$ cat config.mk
export PLATFORM = sky130hd
export DESIGN_NAME = compare_branch_execute_unit
export DESIGN_NICKNAME = d
export VERILOG_FILES = /design/src/cbeu_pkg.sv /design/src/cbeu_ram.sv /design/src/cbeu_decode.sv /design/src/compare_branch_execute_unit.sv
export SDC_FILE = /design/constraint.sdc
export NUM_CORES = 1
export LEC_CHECK = 0
export ABC_CLOCK_PERIOD_IN_PS = 12700
export BUFFER_PORTS_ARGS = -buffer_cell sky130_fd_sc_hd__buf_2
export CORE_ASPECT_RATIO = 0.6
export CORE_MARGIN = 5
export CORE_UTILIZATION = 50
export DETAILED_ROUTE_END_ITERATION = 6
export PLACE_DENSITY = 0.73
export SETUP_SLACK_MARGIN = 0.2
export SYNTH_ARGS = -nofsm -noshare
export SYNTH_HDL_FRONTEND = slang
export SYNTH_HIERARCHICAL = 1
export SYNTH_SLANG_ARGS = --single-unit
$ cat constraint.sdc
create_clock -name clk -period 12.7 [get_ports clk]
set_clock_uncertainty 0.15 [all_clocks]
set_input_delay 1.27 -clock clk [delete_from_list [all_inputs] [get_ports clk]]
set_output_delay 1.27 -clock clk [all_outputs]
set_load 0.005 [all_outputs]
$ cat src/cbeu_pkg.sv
`default_nettype none

package cbeu_pkg;

  localparam int NUM_REGS = 32;
  localparam int PC_INDEX = 31;

  localparam int IDX_W  = 6;
  localparam int REG_AW = (NUM_REGS > 1) ? $clog2(NUM_REGS) : 1;
  localparam int DATA_W = 32;
  localparam int MSZ_W  = 33;
  localparam int CFG_AW = 4;
  localparam int CFG_DW = 64;

  localparam logic [IDX_W:0]     NUM_REGS_C = (IDX_W + 1)'(NUM_REGS);
  localparam logic [IDX_W-1:0]   PC_IDX_C   = IDX_W'(PC_INDEX);
  localparam logic [REG_AW-1:0]  PC_ADDR    = REG_AW'(PC_INDEX);
  localparam logic [MSZ_W-1:0]   MSZ_RESET  = MSZ_W'(65536);

  // config register index, taken from paddr[CFG_AW-1:3]
  localparam logic [CFG_AW-4:0]  CFG_MEM_SIZE = '0;

  localparam logic [2:0] CMD_CMP    = 3'd0;
  localparam logic [2:0] CMD_BRANCH = 3'd1;
  localparam logic [2:0] CMD_NOP    = 3'd2;
  localparam logic [2:0] CMD_WRITE  = 3'd3;
  localparam logic [2:0] CMD_READ   = 3'd4;

  localparam logic [1:0] FMT_8   = 2'd0;
  localparam logic [1:0] FMT_16  = 2'd1;
  localparam logic [1:0] FMT_32  = 2'd2;
  localparam logic [1:0] FMT_BAD = 2'd3;

  localparam logic [2:0] ST_NONE      = 3'd0;
  localparam logic [2:0] ST_WRONG_REG = 3'd1;
  localparam logic [2:0] ST_WRONG_FMT = 3'd2;
  localparam logic [2:0] ST_OOB       = 3'd3;
  localparam logic [2:0] ST_STOP      = 3'd4;

  localparam logic [DATA_W-1:0] FLAG_FIELD = 32'h0000_000f;
  localparam logic [DATA_W-1:0] FLAG_EQUAL = 32'h0000_0004;
  localparam logic [DATA_W-1:0] FLAG_LESS  = 32'h0000_0002;
  localparam logic [DATA_W-1:0] FLAG_MORE  = 32'h0000_0001;

  typedef struct packed {
    logic [2:0]        cmd;
    logic [IDX_W-1:0]  reg_i;
    logic [IDX_W-1:0]  reg_j;
    logic [1:0]        width_format;
    logic [DATA_W-1:0] write_data;
  } instr_t;

  typedef struct packed {
    logic [2:0]        status;
    logic [DATA_W-1:0] read_data;
  } result_t;

  // decode outcome for one instruction
  typedef struct packed {
    logic       fin;      // result known at accept
    logic [2:0] status;
    logic       wr_en;    // write command, reg_j valid
    logic       rd_mem;   // needs register file reads
  } dec_t;

  function automatic logic [DATA_W-1:0] fmt_mask(input logic [1:0] fmt);
    logic [DATA_W-1:0] m;
    case (fmt)
      FMT_8:   m = 32'h0000_00ff;
      FMT_16:  m = 32'h0000_ffff;
      default: m = 32'hffff_ffff;
    endcase
    return m;
  endfunction

endpackage

`default_nettype wire

$ cat src/cbeu_ram.sv
`default_nettype none

module cbeu_ram #(
  parameter int WIDTH = 32,
  parameter int DEPTH = 32
) (
  input  wire logic                     clk,
  input  wire logic                     we,
  input  wire logic [$clog2(DEPTH)-1:0] waddr,
  input  wire logic [WIDTH-1:0]         wdata,
  input  wire logic [$clog2(DEPTH)-1:0] raddr,
  output logic      [WIDTH-1:0]         rdata
);

  logic [WIDTH-1:0] mem [DEPTH];

  always_ff @(posedge clk) begin
    if (we) begin
      mem[waddr] <= wdata;
    end
    rdata <= mem[raddr];
  end

endmodule

`default_nettype wire

$ cat src/cbeu_decode.sv
`default_nettype none

module cbeu_decode (
  input  wire cbeu_pkg::instr_t instr,
  output cbeu_pkg::dec_t        dec
);

  logic i_ok;
  logic j_ok;

  assign i_ok = {1'b0, instr.reg_i} < cbeu_pkg::NUM_REGS_C;
  assign j_ok = {1'b0, instr.reg_j} < cbeu_pkg::NUM_REGS_C;

  always_comb begin
    dec = '{fin: 1'b1, status: cbeu_pkg::ST_NONE, wr_en: 1'b0, rd_mem: 1'b0};
    unique case (instr.cmd)
      cbeu_pkg::CMD_CMP: begin
        if (!i_ok || !j_ok || instr.reg_j == cbeu_pkg::PC_IDX_C) begin
          dec.status = cbeu_pkg::ST_WRONG_REG;
        end else if (instr.width_format == cbeu_pkg::FMT_BAD) begin
          dec.status = cbeu_pkg::ST_WRONG_FMT;
        end else begin
          dec.fin    = 1'b0;
          dec.rd_mem = 1'b1;
        end
      end
      cbeu_pkg::CMD_BRANCH: begin
        if (instr.width_format != cbeu_pkg::FMT_32) begin
          dec.status = cbeu_pkg::ST_WRONG_FMT;
        end else if (!i_ok || !j_ok || instr.reg_i == cbeu_pkg::PC_IDX_C) begin
          dec.status = cbeu_pkg::ST_WRONG_REG;
        end else begin
          dec.fin    = 1'b0;
          dec.rd_mem = 1'b1;
        end
      end
      cbeu_pkg::CMD_NOP: begin
        case (instr.width_format)
          cbeu_pkg::FMT_8:  dec.status = cbeu_pkg::ST_STOP;
          cbeu_pkg::FMT_16: dec.status = cbeu_pkg::ST_NONE;
          default:          dec.status = cbeu_pkg::ST_WRONG_FMT;
        endcase
      end
      cbeu_pkg::CMD_WRITE: begin
        if (!j_ok) begin
          dec.status = cbeu_pkg::ST_WRONG_REG;
        end else begin
          dec.wr_en = 1'b1;
        end
      end
      cbeu_pkg::CMD_READ: begin
        if (!j_ok) begin
          dec.status = cbeu_pkg::ST_WRONG_REG;
        end else begin
          dec.fin    = 1'b0;
          dec.rd_mem = 1'b1;
        end
      end
      default: begin
        dec.status = cbeu_pkg::ST_NONE;
      end
    endcase
  end

endmodule

`default_nettype wire

$ cat src/compare_branch_execute_unit.sv
// Compare / branch execute unit.
// Instruction channel: drive instr and raise start; the transfer happens at a
// clock edge where start is high and busy is low. One result comes back per
// instruction on result, marked by a one-cycle done strobe; the receiver
// cannot stall, so the result must be taken in that cycle.
// Step that ends each instruction (done is registered, high in the cycle after it):
//   nop, write, unknown command and any rejected instruction: the accept,
//   read: S_RD1, compare and untaken or out-of-bounds branch: S_RD2, taken: S_WPC.
// The register file sits in a single RAM with one read and one write port and
// a registered read; every operand takes its own read, and a taken branch
// needs two writes (link, then PC). Instructions that finish at
// accept keep busy low, so they can go back to back.
// Config: APB port, one 33-bit register mem_words at offset 0 (64-bit data).
// Reset (synchronous, rst high) clears all registers to zero through per-entry
// valid bits and sets mem_words to 65536; no clearing pass is needed.
`default_nettype none

module compare_branch_execute_unit (
  input  wire logic                                clk,
  input  wire logic                                rst,
  input  wire logic                                start,
  output logic                                     busy,
  input  wire cbeu_pkg::instr_t                    instr,
  output logic                                     done,
  output cbeu_pkg::result_t                        result,
  input  wire logic                                psel,
  input  wire logic                                penable,
  input  wire logic                                pwrite,
  input  wire logic [cbeu_pkg::CFG_AW-1:0]         paddr,
  input  wire logic [cbeu_pkg::CFG_DW-1:0]         pwdata,
  output logic      [cbeu_pkg::CFG_DW-1:0]         prdata,
  output logic                                     pready
);

  localparam logic [2:0] S_IDLE = 3'd0;
  localparam logic [2:0] S_RD1  = 3'd1;
  localparam logic [2:0] S_RD2  = 3'd2;
  localparam logic [2:0] S_RD3  = 3'd3;
  localparam logic [2:0] S_WPC  = 3'd4;

  logic [2:0]                    state, state_next;
  logic                          done_next;
  cbeu_pkg::result_t             res_next;
  logic [cbeu_pkg::DATA_W-1:0]   a_q, a_next;
  logic [cbeu_pkg::DATA_W-1:0]   b_q, b_next;
  logic [2:0]                    cmd_q;
  logic [1:0]                    fmt_q;
  logic [cbeu_pkg::REG_AW-1:0]   i_q, j_q;
  logic [cbeu_pkg::REG_AW-1:0]   raddr_q;
  logic [cbeu_pkg::NUM_REGS-1:0] valid;
  logic [cbeu_pkg::MSZ_W-1:0]    mem_words;

  logic                          accept;
  cbeu_pkg::dec_t                dec;
  logic                          ram_we;
  logic [cbeu_pkg::REG_AW-1:0]   ram_waddr, ram_raddr;
  logic [cbeu_pkg::DATA_W-1:0]   ram_wdata, ram_rdata, rdv;
  logic [cbeu_pkg::DATA_W-1:0]   mask, am, bm, cmp_flag, cmp_word;
  logic                          cfg_wr;

  cbeu_decode u_decode (
    .instr (instr),
    .dec   (dec)
  );

  cbeu_ram #(
    .WIDTH (cbeu_pkg::DATA_W),
    .DEPTH (cbeu_pkg::NUM_REGS)
  ) u_regs (
    .clk   (clk),
    .we    (ram_we),
    .waddr (ram_waddr),
    .wdata (ram_wdata),
    .raddr (ram_raddr),
    .rdata (ram_rdata)
  );

  assign busy   = (state != S_IDLE);
  assign accept = start && !busy;

  // never-written entries read as zero
  assign rdv = valid[raddr_q] ? ram_rdata : '0;

  // compare: rdv holds reg_j, a_q holds reg_i
  assign mask     = cbeu_pkg::fmt_mask(fmt_q);
  assign am       = a_q & mask;
  assign bm       = rdv & mask;
  assign cmp_flag = (bm == am) ? cbeu_pkg::FLAG_EQUAL :
                    (bm > am)  ? cbeu_pkg::FLAG_LESS  : cbeu_pkg::FLAG_MORE;
  assign cmp_word = (rdv & ~cbeu_pkg::FLAG_FIELD) | cmp_flag;

  always_comb begin
    state_next = state;
    done_next  = 1'b0;
    res_next   = '{status: cbeu_pkg::ST_NONE, read_data: '0};
    a_next     = a_q;
    b_next     = b_q;
    ram_we     = 1'b0;
    ram_waddr  = j_q;
    ram_wdata  = cmp_word;
    ram_raddr  = j_q;
    unique case (state)
      S_IDLE: begin
        ram_raddr = (instr.cmd == cbeu_pkg::CMD_READ) ?
                    instr.reg_j[cbeu_pkg::REG_AW-1:0] :
                    instr.reg_i[cbeu_pkg::REG_AW-1:0];
        if (accept) begin
          if (dec.fin) begin
            done_next       = 1'b1;
            res_next.status = dec.status;
          end
          if (dec.wr_en) begin
            ram_we    = 1'b1;
            ram_waddr = instr.reg_j[cbeu_pkg::REG_AW-1:0];
            ram_wdata = instr.write_data;
          end
          if (dec.rd_mem) begin
            state_next = S_RD1;
          end
        end
      end
      S_RD1: begin
        if (cmd_q == cbeu_pkg::CMD_READ) begin
          done_next          = 1'b1;
          res_next.read_data = rdv;
          state_next         = S_IDLE;
        end else begin
          a_next     = rdv;
          ram_raddr  = j_q;
          state_next = S_RD2;
        end
      end
      S_RD2: begin
        if (cmd_q == cbeu_pkg::CMD_CMP) begin
          ram_we     = 1'b1;
          ram_waddr  = j_q;
          ram_wdata  = cmp_word;
          done_next  = 1'b1;
          state_next = S_IDLE;
        end else if (a_q == '0) begin
          done_next  = 1'b1;
          state_next = S_IDLE;
        end else if ({1'b0, rdv} >= mem_words) begin
          done_next       = 1'b1;
          res_next.status = cbeu_pkg::ST_OOB;
          state_next      = S_IDLE;
        end else begin
          b_next     = rdv;
          ram_raddr  = cbeu_pkg::PC_ADDR;
          state_next = S_RD3;
        end
      end
      S_RD3: begin
        // save PC into reg_i; a target equal to reg_i now sees the saved PC
        ram_we     = 1'b1;
        ram_waddr  = i_q;
        ram_wdata  = rdv;
        if (j_q == i_q) begin
          b_next = rdv;
        end
        state_next = S_WPC;
      end
      S_WPC: begin
        ram_we     = 1'b1;
        ram_waddr  = cbeu_pkg::PC_ADDR;
        ram_wdata  = b_q;
        done_next  = 1'b1;
        state_next = S_IDLE;
      end
      default: begin
        state_next = S_IDLE;
      end
    endcase
  end

  assign cfg_wr = psel && penable && pwrite && pready;
  assign pready = 1'b1;
  assign prdata = (paddr[cbeu_pkg::CFG_AW-1:3] == cbeu_pkg::CFG_MEM_SIZE) ?
                  cbeu_pkg::CFG_DW'(mem_words) : '0;

  always_ff @(posedge clk) begin
    if (rst) begin
      state     <= S_IDLE;
      done      <= 1'b0;
      valid     <= '0;
      mem_words <= cbeu_pkg::MSZ_RESET;
    end else begin
      state <= state_next;
      done  <= done_next;
      if (ram_we) begin
        valid[ram_waddr] <= 1'b1;
      end
      if (cfg_wr && paddr[cbeu_pkg::CFG_AW-1:3] == cbeu_pkg::CFG_MEM_SIZE) begin
        mem_words <= pwdata[cbeu_pkg::MSZ_W-1:0];
      end
    end
    result  <= res_next;
    a_q     <= a_next;
    b_q     <= b_next;
    raddr_q <= ram_raddr;
    if (accept) begin
      cmd_q <= instr.cmd;
      fmt_q <= instr.width_format;
      i_q   <= instr.reg_i[cbeu_pkg::REG_AW-1:0];
      j_q   <= instr.reg_j[cbeu_pkg::REG_AW-1:0];
    end
  end

endmodule

`default_nettype wire

==> impl_metrics.toml <==
[grt]
grt_max_degree = 139
track_usage_pct = 22.9
grt_pass1_vias = 27600
grt_pass1_wl_um = 182000
grt_antenna_before_repair = 0
grt.overflow.total = 0

[worst_setup_path]
cp_max_fo = 138
end_kind = "flop"
worst-path-buf-inv = 4
crit_path_max_incr_delay_ns = 0.96
path_delay_family = "compound AO/OA/AOI/OAI gates"
crit_slowest_cell = "dfxtp_1"
critical_path_required_ns = 13.15
startpoint_type = "flop"
crit_type = "flop to flop"
path_cells = "mux2i_1, a211oi_1, nand3_1, nand4_2, buf_4, nand2_1, inv_1, ha_1, a2111oi_0, a211oi_1, o31ai_1, nand4_1, a211oi_2, nand3_2, o211ai_1, buf_12, buf_12, mux2i_1, a22o_1, nor3_1, a31oi_1, nand3_1"
cp.arrival_ns = 9.04

[timing]
hold_violations = 0
min_period_over_period_pct = 67.6
finalHoldWorstSlack_ns = 0.304
slew_headroom_pct = 7.90
slew_violations = 0
fin_crit_ns = 8.59
final-setup-viol-count = 0
max_freq_ghz = 0.116
setup_tns_ns = 0
rsz0062_at_grt = "no"
tightestPinTransition_ns = 1.37

[synthesis]
synth_top_family_by_area = "multiplexers"
synth-simple-area-share_pct = 6.14
synth_seq_cells = 1244
yosys_warnings = 6
synth_xor_area_share_pct = 0.122
syn_area_sq_mm = 0.0502
muxShareOfSynthArea_pct = 10.7
async_reset_ff_share_pct = 0
syn-mean-instance-area_sq_um = 15.1
synth_edf_count = 1103
synth_cells = 3325
synth_seq_area_share_pct = 71.6
synth_compound_area_share_pct = 6.85
yosysUniqueCellTypes = 79
synth_fa_ha_area_share_pct = 1.55
yosys_most_used_dff = "edfxtp_1"

[min_path]
min_path_type = "flop to flop"

[finish]
synthToLayoutAreaGrowth_pct = 11.6
fin_nets = 3662
drive_gt1_share_pct = 13.8
diodes = 0
fin_area_sq_mm = 0.0560
instances_no_fill = 4900
utilization_pct = 56.0

[die]
die_height_um = 255
io_pins = 225
die_area_sq_mm = 0.107
die_w_um = 419
rows = 90
core-area_sq_mm = 0.100
start_util_pct = 50.1

[place]
hpwlAfterDp_um = 68600
gp_congestion = 0.886
numPortBuffers = 158
dpl_cell_area_sq_mm = 0.0525
dp.cells = 4708

[power]
p_int_mw = 6.72
p_seq_share_pct = 52.8
pwr-share-clk_pct = 36.6
p_sw_share_pct = 24.4
power.net_switching_mw = 2.17
power_density_mw_per_mm2 = 159
comb_power_share_pct = 10.6
p_leak_nw = 20.6
peakVddDrop_uv = 132

[route]
drc = 0
antenna_left = 0
drt-pass1-iter-count = 6
vias_per_cell = 5.94
post_drt_wl_per_cell_um = 25.4
wl_um = 125000
drt-initial-drc-count = 3947
vias = 29100

[clock_tree]
postCtsSetupBuffers = 0
clock_path_buffers = 3
clkTransAtPathRegs_ns = 0.07
root_buffer = "clkbuf_16"
worstSkewPairLatency_ns = 0.74
cts.sinks = 1244
htreeDepth = 3
cts_buffers = 101
cts_tree = "yes"
holdBufCountCts = 0
cts_resized = 0

[flow_run]
maxCapViolCount = 0

[outcome]
status = "complete, no violations"
worst min-delay path: cells and delay by family (launching register included):
| kind | cells | cell delay [ns] |
|---|---|---|
| compound gates | 1 | 0.05 |
| flops | 1 | 0.31 |
| simple gates | 1 | 0.05 |
synth_stat cells (all sizes together), types with 4 or more instances:
cell | n | area (sq um)
and3 | 25 | 156
a21oi | 176 | 881
nor3b | 4 | 41.3
a221o | 4 | 40.0
a211oi | 7 | 57.6
and2 | 6 | 37.5
o21ai | 47 | 235
a21o | 15 | 116
dfxtp | 141 | 2820
mux2i | 533 | 5340
inv | 79 | 297
nand3b | 5 | 37.5
and4 | 4 | 35.0
nand3 | 110 | 556
ha | 62 | 776
a22o | 64 | 561
a22oi | 130 | 976
nand2b | 9 | 71.3
nand4 | 16 | 106
clkbuf | 81 | 312
buf | 129 | 926
xnor2 | 4 | 35.0
nand2 | 248 | 931
o211ai | 7 | 52.6
nor4 | 9 | 56.3
edfxtp | 1103 | 33100
a31oi | 34 | 213
nor2b | 13 | 83.8
nor3 | 37 | 206
nor2 | 170 | 653
flip-flops by register name (all words and copies together) (netlist names):
signal        cells
j_q               5
b_q              32
i_q               5
valid            32
a_q              32
u_regs/rdata     32
result           35
state             3
mem_words        33
done              1
fmt_q             2
cmd_q             3
u_regs/mem     1024
raddr_q           5
layout by cell type (no fill, tap or decap), types with 7 or more instances in the layout:
cell | synthesis | layout
conb_1 | 2 | 32
clkinv_2 | 0 | 23
nand3_1 | 109 | 109
clkbuf_8 | 0 | 18
mux2i_1 | 533 | 533
buf_2 | 35 | 158
nor2_1 | 164 | 130
o211ai_1 | 7 | 7
nand4_1 | 15 | 15
clkbuf_16 | 0 | 104
nand2_1 | 248 | 247
o21ai_2 | 0 | 23
buf_4 | 70 | 65
o21ai_0 | 22 | 13
and3_1 | 25 | 25
nor3_1 | 34 | 34
nor2_4 | 0 | 34
nor2b_1 | 12 | 10
bufinv_16 | 0 | 7
nor4_1 | 9 | 9
a31oi_1 | 34 | 34
a22oi_1 | 130 | 130
a21o_1 | 12 | 12
a22o_1 | 64 | 64
a21oi_1 | 176 | 176
inv_1 | 76 | 77
clkbuf_1 | 79 | 23
ha_1 | 62 | 62
o21ai_1 | 25 | 11
dfxtp_1 | 141 | 141
edfxtp_1 | 1103 | 1103
cells by family after synthesis:
kind of cell,after synthesis
flops,1244
simple gates,670
mux,534
compound gates,516
buf+inv,290
fa+ha+maj,62
xor+xnor,7
other cells,2
metrics by stage:
step / power [mW] / worst slack [ns]
after floorplan: 5.40 / 7.09
after global placement: 5.68 / 4.59
after detailed placement: 5.70 / 4.52
after CTS: 8.91 / 4.46
after global routing: 9.18 / 3.87
final: 8.88 / 4.11
per-layer routing:
layer	share of wire [%]	track usage, %
met1	43	35.8
met5	0	0
met3	13	6.33
met2	42	31.5
met4	2.1	5.60
layout make-up:
type                            count  area [sq um]
Inverter                           80           300
Multi-Input combinational cell   1821         13200
Tap cell                         1334          1670
Clock inverter                     45           551
Clock buffer                      147          2950
Sequential cell                  1244         35900
Fill cell                        7794         44100
Timing Repair Buffer              229          1400
final timing paths:
kind	from	end	slack, ns	cells past startpoint
setup / recovery	raddr_q[1]	u_regs/rdata[23]	4.11	22
setup reg to reg	raddr_q[1]	u_regs/rdata[23]	4.11	22
hold / removal	mem_words[1]	mem_words[1]	0.30	2
hold reg to reg	mem_words[1]	mem_words[1]	0.30	2
power by group through the flow:
stage | Clock [mW] | Sequential, mW | Combinational (mW)
final | 3.26 | 4.69 | 0.941
after CTS | 3.30 | 4.69 | 0.927
after detailed placement | 0 | 4.78 | 0.922
after global placement | 0 | 4.78 | 0.902
after global routing | 3.48 | 4.69 | 1.01
after floorplan | 0 | 4.75 | 0.643
Note: power is estimated with default switching activity, not from simulation.
